===== src/rtl/core/metp_pkg.sv =====
// Package for the escape-time pixel block: types, constants and saturating helpers.
// No dependencies; used by every module in rtl/core.
`timescale 1ns / 1ps
package metp_pkg;
	localparam int PIXEL_BITS_DEF  = 12;
	localparam int FRAC_BITS_DEF   = 58;
	localparam int ITER_BITS_DEF   = 16;
	localparam int WORD_BITS       = 64;
	localparam int CFG_IDX_BITS    = 3;
	localparam int QUEUE_DEPTH_LOG = 1;

	// register indexes
	localparam logic [CFG_IDX_BITS-1:0] REG_ORIGIN_REAL = 3'd0;
	localparam logic [CFG_IDX_BITS-1:0] REG_ORIGIN_IMAG = 3'd1;
	localparam logic [CFG_IDX_BITS-1:0] REG_STEP_REAL   = 3'd2;
	localparam logic [CFG_IDX_BITS-1:0] REG_STEP_IMAG   = 3'd3;
	localparam logic [CFG_IDX_BITS-1:0] REG_ITER_CAP    = 3'd4;

	localparam logic [WORD_BITS-1:0] SMAX = {1'b0, {(WORD_BITS-1){1'b1}}};
	localparam logic [WORD_BITS-1:0] SMIN = {1'b1, {(WORD_BITS-1){1'b0}}};

	// operations of the back-end sequencer
	typedef enum logic [3:0] {
		ST_IDLE, ST_MAP, ST_BULB0, ST_BULB1, ST_CARD0, ST_CARD1, ST_CARD2,
		ST_CARD3, ST_SQ, ST_TEST, ST_UPD0, ST_UPD1, ST_DONE
	} back_state_t;

	// saturating add and subtract
	function automatic logic [WORD_BITS-1:0] sadd(input logic [WORD_BITS-1:0] a,
			input logic [WORD_BITS-1:0] b);
		logic [WORD_BITS-1:0] r;
		r = a + b;
		if ((a[WORD_BITS-1] == b[WORD_BITS-1]) && (r[WORD_BITS-1] != a[WORD_BITS-1]))
			return a[WORD_BITS-1] ? SMIN : SMAX;
		return r;
	endfunction

	function automatic logic [WORD_BITS-1:0] ssub(input logic [WORD_BITS-1:0] a,
			input logic [WORD_BITS-1:0] b);
		logic [WORD_BITS-1:0] r;
		r = a - b;
		if ((a[WORD_BITS-1] != b[WORD_BITS-1]) && (r[WORD_BITS-1] != a[WORD_BITS-1]))
			return a[WORD_BITS-1] ? SMIN : SMAX;
		return r;
	endfunction

	function automatic logic slt(input logic [WORD_BITS-1:0] a,
			input logic [WORD_BITS-1:0] b);
		return $signed(a) < $signed(b);
	endfunction
endpackage


===== src/rtl/core/metp_front.sv =====
// Front end: accepts pixel items and writes them to a short queue.
// Depends on metp_pkg.
`timescale 1ns / 1ps
module metp_front #(
	parameter int PIXEL_BITS = metp_pkg::PIXEL_BITS_DEF
) (
	input  logic                    clk,
	input  logic                    arst_n,
	input  logic                    in_valid,
	output logic                    in_ready,
	input  logic [PIXEL_BITS-1:0]   in_x,
	input  logic [PIXEL_BITS-1:0]   in_y,
	output logic                    q_valid,
	input  logic                    q_pop,
	output logic [PIXEL_BITS-1:0]   q_x,
	output logic [PIXEL_BITS-1:0]   q_y
);
	import metp_pkg::*;

	localparam int DEPTH_LOG = QUEUE_DEPTH_LOG;
	localparam int DEPTH     = 1 << DEPTH_LOG;

	logic [PIXEL_BITS-1:0] x_q [DEPTH];
	logic [PIXEL_BITS-1:0] y_q [DEPTH];
	logic [DEPTH_LOG-1:0]  wp_q, rp_q;
	logic [DEPTH_LOG:0]    cnt_q;
	logic                  push;

	assign in_ready = (cnt_q != DEPTH[DEPTH_LOG:0]);
	assign push     = in_valid && in_ready;
	assign q_valid  = (cnt_q != '0);
	assign q_x      = x_q[rp_q];
	assign q_y      = y_q[rp_q];

	// queue pointers
	always_ff @(posedge clk or negedge arst_n) begin
		if (!arst_n) begin
			wp_q  <= '0;
			rp_q  <= '0;
			cnt_q <= '0;
		end else begin
			if (push) wp_q <= wp_q + 1'b1;
			if (q_pop) rp_q <= rp_q + 1'b1;
			cnt_q <= cnt_q + (push ? 1'b1 : 1'b0) - (q_pop ? 1'b1 : 1'b0);
		end
	end

	always_ff @(posedge clk) begin
		if (push) begin
			x_q[wp_q] <= in_x;
			y_q[wp_q] <= in_y;
		end
	end
endmodule


===== config.mk =====
export PLATFORM = sky130hd
export DESIGN_NAME = metp_front
export DESIGN_NICKNAME = d
export VERILOG_FILES = /design/src/rtl/core/metp_pkg.sv /design/src/rtl/core/metp_front.sv
export SDC_FILE = /design/constraint.sdc
export NUM_CORES = 1
export LEC_CHECK = 0
export BUFFER_PORTS_ARGS = -buffer_cell sky130_fd_sc_hd__buf_2
export CAP_MARGIN = 0
export CELL_PAD_IN_SITES_DETAIL_PLACEMENT = 0
export CELL_PAD_IN_SITES_GLOBAL_PLACEMENT = 1
export CORE_MARGIN = 2
export CORE_UTILIZATION = 39
export CTS_CLUSTER_SIZE = 16
export DETAILED_ROUTE_END_ITERATION = 6
export GPL_ROUTABILITY_DRIVEN = 0
export PLACE_DENSITY = 0.77
export SLEW_MARGIN = 25
export SYNTH_ARGS = -nofsm -noshare
export SYNTH_HDL_FRONTEND = slang
export SYNTH_SLANG_ARGS = --single-unit
export TNS_END_PERCENT = 5

===== constraint.sdc =====
create_clock -name clk -period 2.1 [get_ports clk]
set_input_delay 0.42 -clock clk [delete_from_list [all_inputs] [get_ports clk]]
set_output_delay 0.42 -clock clk [all_outputs]
set_load 0.005 [all_outputs]

Word level (Yosys, flattened, before mapping). Memories as Yosys holds them, arrays and structs flattened. Cells that the tools add are included.

Memory bits (writable): 48. Bits in registers: 4. Memories kept: 2. Bits of input ports: 28. Word-level logic and storage cells: 16.

Eq/ne operators: 1. Muxes and demuxes: 4. Reduce and logical (&&, ||, !) cells: 2. Add/sub/neg operators: 4.

Memories: x_q (words 2, width 12, read ports 1, clocked after memory_dff 0, write ports 1, line metp_front.sv:23) `logic [PIXEL_BITS-1:0] x_q [DEPTH];`; y_q (words 2, width 12, read ports 1, clocked after memory_dff 0, write ports 1, line metp_front.sv:24) `logic [PIXEL_BITS-1:0] y_q [DEPTH];`.

Operators by type and width (number): 2-to-1 mux 1 bit (4); adder 1 bit, second input constant (2); adder 2 x 1 -> 2 bit (1); != test 2 bit, second input constant (1); nonzero test 2 bit (1); subtractor 2 x 1 -> 2 bit (1); logical AND 1 bit (1).

Longest topological paths before layout. Gate-level depths: netlist of the first run.

Depth in word-level cells: 5. Depth in mapped cells: 5. Gate-level depth less buffers: 5.

Worst setup path before layout of the first run. Ideal clock, no wire load.

Path kind: register -> register. From: reg cnt_q[1]. To: mem x_q[0][0] in the netlist's numbering, enable pin. Buffers on the path: 0. Required time: 1695 ps. Stages on the path, launching flop included: 4. Data arrival time: 1676 ps. Setup slack: 19 ps. Clock period less this slack: 2081 ps. Cell sequence: dfrtp_1 -> nand2b_1 -> nand2_1 -> nor2_1.

Word-level cells in the longest chain between the ends: 4.

RTL lines: from (decl) (line metp_front.sv:26) `logic [DEPTH_LOG:0] cnt_q;`; from (signal assigned) (line metp_front.sv:44) `cnt_q <= cnt_q + (push ? 1'b1 : 1'b0) - (q_pop ? 1'b1 : 1'b0);`; != test 2 bit (line metp_front.sv:29) `assign in_ready = (cnt_q != DEPTH[DEPTH_LOG:0]);`; net in_ready (line metp_front.sv:10) `output logic in_ready,`; logical AND 1 bit (line metp_front.sv:30) `assign push = in_valid && in_ready;`; 2-to-1 mux 1 bit (line metp_front.sv:49) `if (push) begin`; 2-to-1 mux 1 bit (not written as such) (line metp_front.sv:50) `x_q[wp_q] <= in_x;`; to (decl) (line metp_front.sv:23).

The timed path passes the listed nets, and every way through them passes these cells.

Worst setup path in the final report of the first run.
From: reg rp_q. To: out q_y[8].

Word-level cells in the longest chain between the ends: 1.

RTL lines: from (decl) (line metp_front.sv:25) `logic [DEPTH_LOG-1:0] wp_q, rp_q;`; from (signal assigned) (line metp_front.sv:43) `if (q_pop) rp_q <= rp_q + 1'b1;`; memory (2 x 12 bit); to (decl) (line metp_front.sv:16) `output logic [PIXEL_BITS-1:0] q_y`.

No other way between the ends.

==> summary.md, run 1 <==
| Metric | Value |
|---|---|
| Fillers | 429 |
| Pre-antenna DRT Iters | 4 |
| Cell family with most CP delay | buffers and inverters |
| Row count | 26 |
| Hold Slack | 0.307 ns |
| Largest family of logic cells by synthesized area | multiplexers |
| R2R Setup Slk | 0.51 ns |
| Core area | 0.00504 mm^2 |
| Share of layout cells above drive strength 1 | 59.2% |
| Ranking of synthesized cells by area | edfxtp_1, mux2_4, dfrtp_1, mux2_2, buf_6 |
| Pwr dens | 1280 mW/mm^2 |
| ANT cells | 0 |
| VDD IR-drop max | 0.000686 V |
| Setup crit end | q_y[8] |
| Least-Margin Pin Slew | 0.400 ns |
| Port Buffers | 53 |
| CP required | 1.68 ns |
| Clock Latency Late Sink | 0.29 ns |
| Synthesized-area fraction occupied by adder cells | 0.619% |
| Starting DRC count in detailed routing | 74 |
| Max Slew Vio Count | 0 |
| Post-DP HPWL | 2380 um |
| Area fraction of the dominant cell type after synthesis | 71.3% |
| CTS Buffer Depth | 2 |
| Yosys warns | 0 |
| Cell count of the worst reg-to-reg path | 4 |
| CP startpoint kind | register |
| Initial Util | 40.1% |
| Relative slew slack | 73.3% |
| Detailed Route WL | 3200 um |
| Htree depth | 2 |
| Syn_area_per_cell | 22.0 um^2 |
| Critical path's largest stage delay | 0.38 ns |
| CP startpoint | rp_q |
| Worst slack, placed | 0.506 ns |
| FF-to-FF End | y_q[0][9] |
| Largest net degree at the start of global routing | 19 |
| Final Non-Filler Cells | 227 |
| Die area | 0.00578 mm^2 |
| Post-synth EDFFs | 48 |
| Hold Path Class | input pin to register |
| Crit path DAT | 1.46 ns |
| Buf/Inv on CP | 2 |
| Clk sinks | 52 |
| # setup viols final | 0 |
| Setup ws final | 0.218 ns |
| Levels on crit path | 3 |
| Post-layout min period | 1.88 ns |
| Top_reg_cell synth | edfxtp_1 |
| Nets | 185 |
| Die Span Y | 76.0 um |
| Endpoint class of the critical path | primary output |
| I/O pins | 54 |
| Mapped cell area | 0.00202 mm^2 |
| Post-Synth Simple-Gate Area | 1.92% |
| Setup tns final | 0 ns |
| Setup repair after global routing missed its margin | no |
| Number of global-route vias before repair | 1083 |
| Cells after synthesis | 92 |
| Wire per inst | 14.1 um |
| Via-to-Cell Ratio | 4.47 |
| Worst Skew | 0.00466 ns |
| CP max-delay cell | mux2_2 |
| Placed Cells | 218 |
| Antenna violations before repair | 0 |
| Max-cap violations | 0 |
| Antenna-violating nets left | 0 |
| Ys async rst share | 7.69% |
| CP Class | register to primary output |
| Post-Synthesis Net Count | 121 |
| CP cell instances | buf_4 -> mux2_2 -> buf_2 |
| R2R Path Start | cnt_q[1] |
| Layout area overhead | 23.9% |
| PostCTS Resize Cnt | 0 |
| Most frequent cells after synthesis | edfxtp_1, mux2_4, mux2_2 |
| DRC viols | 0 |
| Final count of hold timing violations | 0 |
| Clock-pin slew of the registers on the worst-case setup and hold paths | 0.09 ns |
| GRT Total Usage | 11.7% |
| Compound-Gate Fraction of Synth Area | 0.928% |
| Leak | 1.01 nW |
| GRT overflow | 0 |
| CTS Root Cell | clkbuf_8 |
| Library cells used by synthesis | 16 |
| Die width | 76.0 um |
| Synth area leader | edfxtp_1 |
| Seq cells post-synth | 52 |
| First-pass GRT wire length | 5190 um |
| Seq/Total Area, Yosys | 76.2% |
| CTS tree | built |
| Status | complete, no violations |
| Most frequent cell after synthesis | edfxtp_1 |
| Multiplexer share of the synthesized area | 16.9% |
| Worst Path Max Fanout | 18 |
| Inserted Clock Buffers | 5 |
| Tcrit/Tclk final | 89.6% |
| Synth Area in XOR/XNOR | 1.73% |
| Max Fclk | 0.531 GHz |
| DR vias | 1014 |
registers in the layout, summed over array words and instances, names as in the netlist:
signal / count
x_q: 24
cnt_q: 2
wp_q: 1
rp_q: 1
y_q: 24
placed cells by master, fill, tap and decap left out, drive strengths merged, types with 2 or more instances in the layout:
cell type	instances
clkinv	2
dfrtp	4
buf	59
xnor2	3
mux2	24
edfxtp	48
clkbuf	5
through the flow:
step / area (um^2) / utilization [%] / power (W)
floorplan: 2020 / - / 0.00224
global placement: 2390 / 47.4 / 0.00257
detailed placement: 2390 / 47.4 / 0.00261
CTS: 2500 / 49.7 / 0.00326
global route: 2500 / 49.7 / 0.00340
finish: 2500 / 49.7 / 0.00320
worst min path at each step:
stage / end / cells after the start / start / slack [ns]
after floorplan: cnt_q[0] / 0 / arst_n / 0.12
after global placement: cnt_q[0] / 1 / arst_n / 0.23
after detailed placement: cnt_q[1] / 1 / arst_n / 0.23
after CTS: y_q[0][7] / 1 / in_y[7] / 0.30
after global routing: y_q[0][7] / 1 / in_y[7] / 0.29
final: y_q[0][7] / 1 / in_y[7] / 0.31
area by class of cell:
class	count	area [um^2]	share of cell area, %
repair buffers	60	320	12.8
well taps	70	87.6	3.50
clock buffers	5	68.8	2.75
clock inverters	3	37.5	1.50
multi-input cells	37	449	17.9
flip-flops and latches	52	1540	61.5
timing repair:
item,4_1_cts,5_1_grt
setup buffers,0,0
hold buffers,1,0
endpoints found under the hold margin,4,0
worst register-to-register path, cell delays in order (launching register included):
cell and delay [ns]:
dfrtp_1 0.43, nand2b_1 0.13, nand2_1 0.13, nor2_2 0.35, buf_4 0.26
cell families (layout without fill, tap and decap cells):
group | after synthesis | after routing
flip-flops | 52 | 52
AND/OR/NAND/NOR | 6 | 6
AO/OA/AOI/OAI | 2 | 2
buffers and inverters | 3 | 68
adder cells (fa/ha/maj) | 1 | 1
XOR/XNOR | 4 | 4
multiplexers | 24 | 24
power by group:
group          switching [W]  internal [W]  total, W
sequential         0.0000846       0.00142   0.00151
clock               0.000293      0.000347  0.000640
combinational       0.000464      0.000594   0.00106
total               0.000842       0.00236   0.00320
layer usage:
| metal | vias up | global-route usage [%] | part of all wire (%) |
|---|---|---|---|
| met4 | 0 | 3.27 | 0.19 |
| met5 | - | 0 | 0 |
| met1 | 488 | 13.6 | 42 |
| li1 | 483 | - | - |
| met2 | 41 | 19.7 | 50 |
| met3 | 2 | 5.33 | 7.7 |
Note: power is estimated with default switching activity, not from simulation.
==> run 2: changes to the inputs <==
Settings changed: GPL_ROUTABILITY_DRIVEN 0 to default.
Clock period 2.1 ns to 1.67 ns, I/O delays scaled along.
==> run 2 against run 1 <==
Net effect:
- the run now ends with negative setup slack left
- clock skew increased by 0.0038 ns
- utilization increased by 4.2 points
- via count decreased by 2.3%
- combinational power increased by 70%
- power increased by 42%
- critical path depth unchanged
- largest cell class unchanged
- sequential cell count unchanged
==> summary.md, run 2 (synthesis gave the netlist of run 1 again) <==
| Metric | Value |
|---|---|
| Status | finished, violations left |
| Failing checks | negative setup slack |
| Setup repair after global routing missed its margin | yes |
| CTS tree | built |
| VDD IR-drop max | 0.000723 V |
| Final estimated routing congestion in global placement | 0.612 |
| Initial Util | 40.1% |
| Final Non-Filler Cells | 227 |
| Worst Skew | 0.00844 ns |
| Post-placement cell area | 0.00240 mm^2 |
| Cell count of the worst reg-to-reg path | 4 |
| CTS Root Cell | clkbuf_8 |
| GRT overflow | 0 |
| Die width | 76.0 um |
| Setup Buffers After CTS | 0 |
| Commonest non-fill, non-tap cells in the layout | edfxtp_1, buf_2, mux2_4 |
| Via-to-Cell Ratio | 4.37 |
| CP Class | register to primary output |
| Clock Latency Late Sink | 0.30 ns |
| Layout area overhead | 34.3% |
| Number of global-route vias before repair | 1059 |
| Tcrit/Tclk final | 103% |
| Clk sinks | 52 |
| Max Slew Vio Count | 0 |
| Nets | 185 |
| Crit path DAT | 1.38 ns |
| Antenna violations before repair | 0 |
| Setup ws final | -0.0462 ns |
| Placed Cells | 217 |
| First-pass GRT wire length | 5170 um |
| Relative slew slack | 84.6% |
| # setup viols final | 24 |
| ANT cells | 0 |
| Max Fclk | 0.583 GHz |
| Clock-pin slew of the registers on the worst-case setup and hold paths | 0.10 ns |
| Worst Path Max Fanout | 8 |
| Die area | 0.00578 mm^2 |
| Row count | 26 |
| Inserted Clock Buffers | 5 |
| Post-DP HPWL | 2280 um |
| Detailed Route WL | 3280 um |
| Pre-antenna DRT Iters | 2 |
| DRC viols | 0 |
| Max-cap violations | 0 |
| Hold Path Class | input pin to register |
| I/O pins | 54 |
| Final instance area | 0.00272 mm^2 |
| Antenna-violating nets left | 0 |
| GRT Total Usage | 11.5% |
| Min-Delay Path Depth | 1 |
| CP required | 1.34 ns |
| Share of layout cells above drive strength 1 | 61.1% |
| Endpoint class of the critical path | primary output |
| Port Buffers | 53 |
| Least-Margin Pin Slew | 0.231 ns |
| Starting DRC count in detailed routing | 56 |
| Core area | 0.00504 mm^2 |
| R2R Setup Slk | 0.28 ns |
| DR vias | 991 |
| Leak | 1.09 nW |
| Final count of hold timing violations | 0 |
| Largest net degree at the start of global routing | 25 |
| CTS Buffer Depth | 2 |
| Post-layout min period | 1.72 ns |
| Wire per inst | 14.5 um |
| Regs by FF count | x_q (24), y_q (24), cnt_q (2) |
| Die Span Y | 76.0 um |
| CP startpoint kind | register |
| Htree depth | 2 |
| Pwr dens | 1680 mW/mm^2 |
| Most common cell after layout, fill and taps aside | edfxtp_1 |
[run 2: worst paths after layout]
check	start	endpoint
min reg2reg	wp_q	wp_q
max reg2reg	cnt_q[1]	x_q[0][11]
min in group asynchronous	arst_n	rp_q
min	in_x[4]	x_q[0][4]
max in group asynchronous	arst_n	rp_q
max	rp_q	q_y[9]
[run 2: timing repair]
item | CTS | global route
hold buffers | 1 | 0
hold endpoints to repair | 4 | 0
resized for setup | 2 | 30
gates cloned | 0 | 1
endpoints found under the setup margin | 18 | 24
[run 2: stage by stage]
stage / util [%] / hold slack [ns] / worst slack (ns) / total power, W / TNS, ns
finish: 53.8 / 0.220 / -0.0462 / 0.00456 / -0.603
global route: 53.8 / 0.200 / -0.109 / 0.00480 / -2.07
CTS: 50.1 / 0.204 / -0.0563 / 0.00417 / -0.676
detailed placement: 47.6 / 0.149 / 0.213 / 0.00331 / 0
global placement: 47.6 / 0.143 / 0.254 / 0.00325 / 0
floorplan: - / 0.0384 / 0.0913 / 0.00283 / 0
[run 2: worst max-delay path, cell delays in order (launching register included)]
cell and delay, ns:
dfrtp_2 0.48, clkbuf_16 0.19, mux2_4 0.30, buf_6 0.12
[run 2: final cells by class]
class	count	area [um^2]
Clock buffer	5	68.8
Clock inverter	3	42.5
Fill cell	411	2330
Multi-Input combinational cell	37	473
Sequential cell	52	1540
Tap cell	70	87.6
Timing Repair Buffer	60	500
[run 2: power breakdown]
group / internal (W) / switching [W]
Combinational: 0.00115 / 0.000654
Sequential: 0.00179 / 0.000136
Clock: 0.000443 / 0.000387
Total: 0.00338 / 0.00118
[run 2: metal layers]
layer / vias to the layer above / track usage [%] / share of wire [%]
met3: 4 / 4.74 / 5.5
met2: 36 / 18.0 / 48
met5: - / 0 / 0
li1: 480 / - / -
met4: 0 / 3.82 / 0.70
met1: 471 / 14.7 / 46
==> run 3: changes to the inputs <==
Settings changed: GPL_TIMING_DRIVEN from default to 0, REMOVE_ABC_BUFFERS from default to 1.
==> run 3 against run 2 <==
Net effect:
- the flow still finishes with violations (negative setup slack)
- sequential share of layout area is 2.4 points higher
- fmax is 0.62% lower
- sequential power hardly changed
- sequential cell count stayed put
- combinational power is 8% lower
- critical path depth stayed put
- critical path type unchanged
==> summary.md, run 3 (synthesis gave the netlist of run 1 again) <==
| Metric | Value |
|---|---|
| Status | finished, violations left |
| Failing checks | negative setup slack |
| Antenna violations before repair | 0 |
| CP startpoint kind | register |
| Commonest non-fill, non-tap cells in the layout | edfxtp_1, buf_2, mux2_4 |
| Core area | 0.00504 mm^2 |
| Setup ws final | -0.0569 ns |
| Post-placement cell area | 0.00235 mm^2 |
| Layout area overhead | 29.1% |
| Pwr dens | 1630 mW/mm^2 |
| Initial Util | 40.1% |
| Endpoint class of the critical path | primary output |
| Htree depth | 2 |
| Number of global-route vias before repair | 1138 |
| Via-to-Cell Ratio | 4.56 |
| VDD IR-drop max | 0.000729 V |
| Leak | 1.03 nW |
| Max Fclk | 0.579 GHz |
| Pre-antenna DRT Iters | 4 |
| CP startpoint | rp_q |
| Wire per inst | 15.0 um |
| Port Buffers | 53 |
| Share of layout cells above drive strength 1 | 61.3% |
| Max Slew Vio Count | 0 |
| CTS tree | built |
| Placed Cells | 212 |
| Tcrit/Tclk final | 103% |
| Critical path's largest stage delay | 0.51 ns |
| Hold Path Class | input pin to register |
| CTS Buffer Depth | 2 |
| Row count | 26 |
| Die Span Y | 76.0 um |
| Util after Layout | 51.8% |
| CP max-delay cell | dfrtp_4 |
| Clock-pin slew of the registers on the worst-case setup and hold paths | 0.09 ns |
| ANT cells | 0 |
| Hold Startpoint | in_x[3] |
| Total Power | 0.00425 W |
| Worst Skew | 0.00705 ns |
| Detailed Route WL | 3370 um |
| GRT overflow | 0 |
| CP cell instances | buf_12 -> mux2_4 -> buf_6 |
| R2R Path Start | cnt_q[1] |
| Regs by FF count | x_q (24), y_q (24), cnt_q (2) |
| Relative slew slack | 51.3% |
| CTS Root Cell | clkbuf_8 |
| Die area | 0.00578 mm^2 |
| Final instance area | 0.00261 mm^2 |
| GRT Total Usage | 12.2% |
| Final count of hold timing violations | 0 |
| Inserted Clock Buffers | 5 |
| CP required | 1.34 ns |
| Antenna-violating nets left | 0 |
| Fillers | 428 |
| I/O pins | 54 |
| Final Non-Filler Cells | 225 |
| Starting DRC count in detailed routing | 43 |
| Clk sinks | 52 |
| Worst slack, placed | -0.0841 ns |
| Worst Path Max Fanout | 12 |
| DR vias | 1025 |
| DRC viols | 0 |
| Max-cap violations | 0 |
| Die width | 76.0 um |
| Clock Latency Late Sink | 0.29 ns |
| # setup viols final | 24 |
| Most common cell after layout, fill and taps aside | edfxtp_1 |
| Largest net degree at the start of global routing | 25 |
| Setup repair after global routing missed its margin | yes |
| Crit path DAT | 1.39 ns |
| Post-layout min period | 1.73 ns |
| Final estimated routing congestion in global placement | 0.620 |
| Least-Margin Pin Slew | 0.729 ns |
| Nets | 183 |
| CP Class | register to primary output |
| First-pass GRT wire length | 5400 um |
==> run 3: changes by cell type in the layout (fill, tap and decap cells not counted), moves of 5 or more <==
cell	change
mux2_2	+5
buf_2	+5
mux2_4	-5
buf_6	-5
==> run 3: power by group <==
group          internal [W]  switching, W  total [W]
combinational       0.00100      0.000654    0.00165
clock              0.000291      0.000371   0.000662
sequential          0.00180      0.000133    0.00193
total               0.00309       0.00116    0.00425
==> run 3: cell type report <==
class                      count  area, um^2  share of cell area, %
multi-input combinational     37         470                   18.0
timing repair buffer          58         424                   16.2
sequential                    52        1550                   59.2
clock inverter                 2        11.3                  0.431
tap                           70        87.6                   3.35
clock buffer                   6        72.6                   2.78
==> run 3: stage by stage <==
step	hold slack (ns)	setup TNS [ns]
6_report	0.226	-1.03
5_1_grt	0.202	-2.35
4_1_cts	0.213	-1.42
3_5_place_dp	0.146	-1.44
3_3_place_gp	0.139	-38.63
2_1_floorplan	0.0384	-11.30
==> run 3: routing by layer <==
layer	vias up	track usage, %	wire length [um]
met5	-	0	0
met4	0	3.27	15
met3	2	4.50	204
met2	33	21.9	1740
met1	511	13.9	1410
li1	479	-	-
==> run 3: final timing paths <==
path	cells after the start	end	slack [ns]
worst min register to register	1	wp_q	0.56
max in group asynchronous	2	rp_q	1.17
worst max register to register	3	y_q[0][4]	0.08
worst max-delay path	3	q_y[4]	-0.06
min in group asynchronous	2	cnt_q[0]	0.37
worst min-delay path	1	x_q[0][3]	0.23
==> run 3: what timing repair did <==
action / 4_1_cts / 5_1_grt
endpoints found under the setup margin: 48 / 48
buffers inserted: 3 / 1
pin swaps: 1 / 0
hold buffers: 1 / 0
hold endpoints to repair: 4 / 0
resized for setup: 15 / 5
==> run 3: worst max-delay path: cells and delay by family (launching register included) <==
family	cells	cell delay (ns)
flops	1	0.51
mux	1	0.30
buf+inv	2	0.29
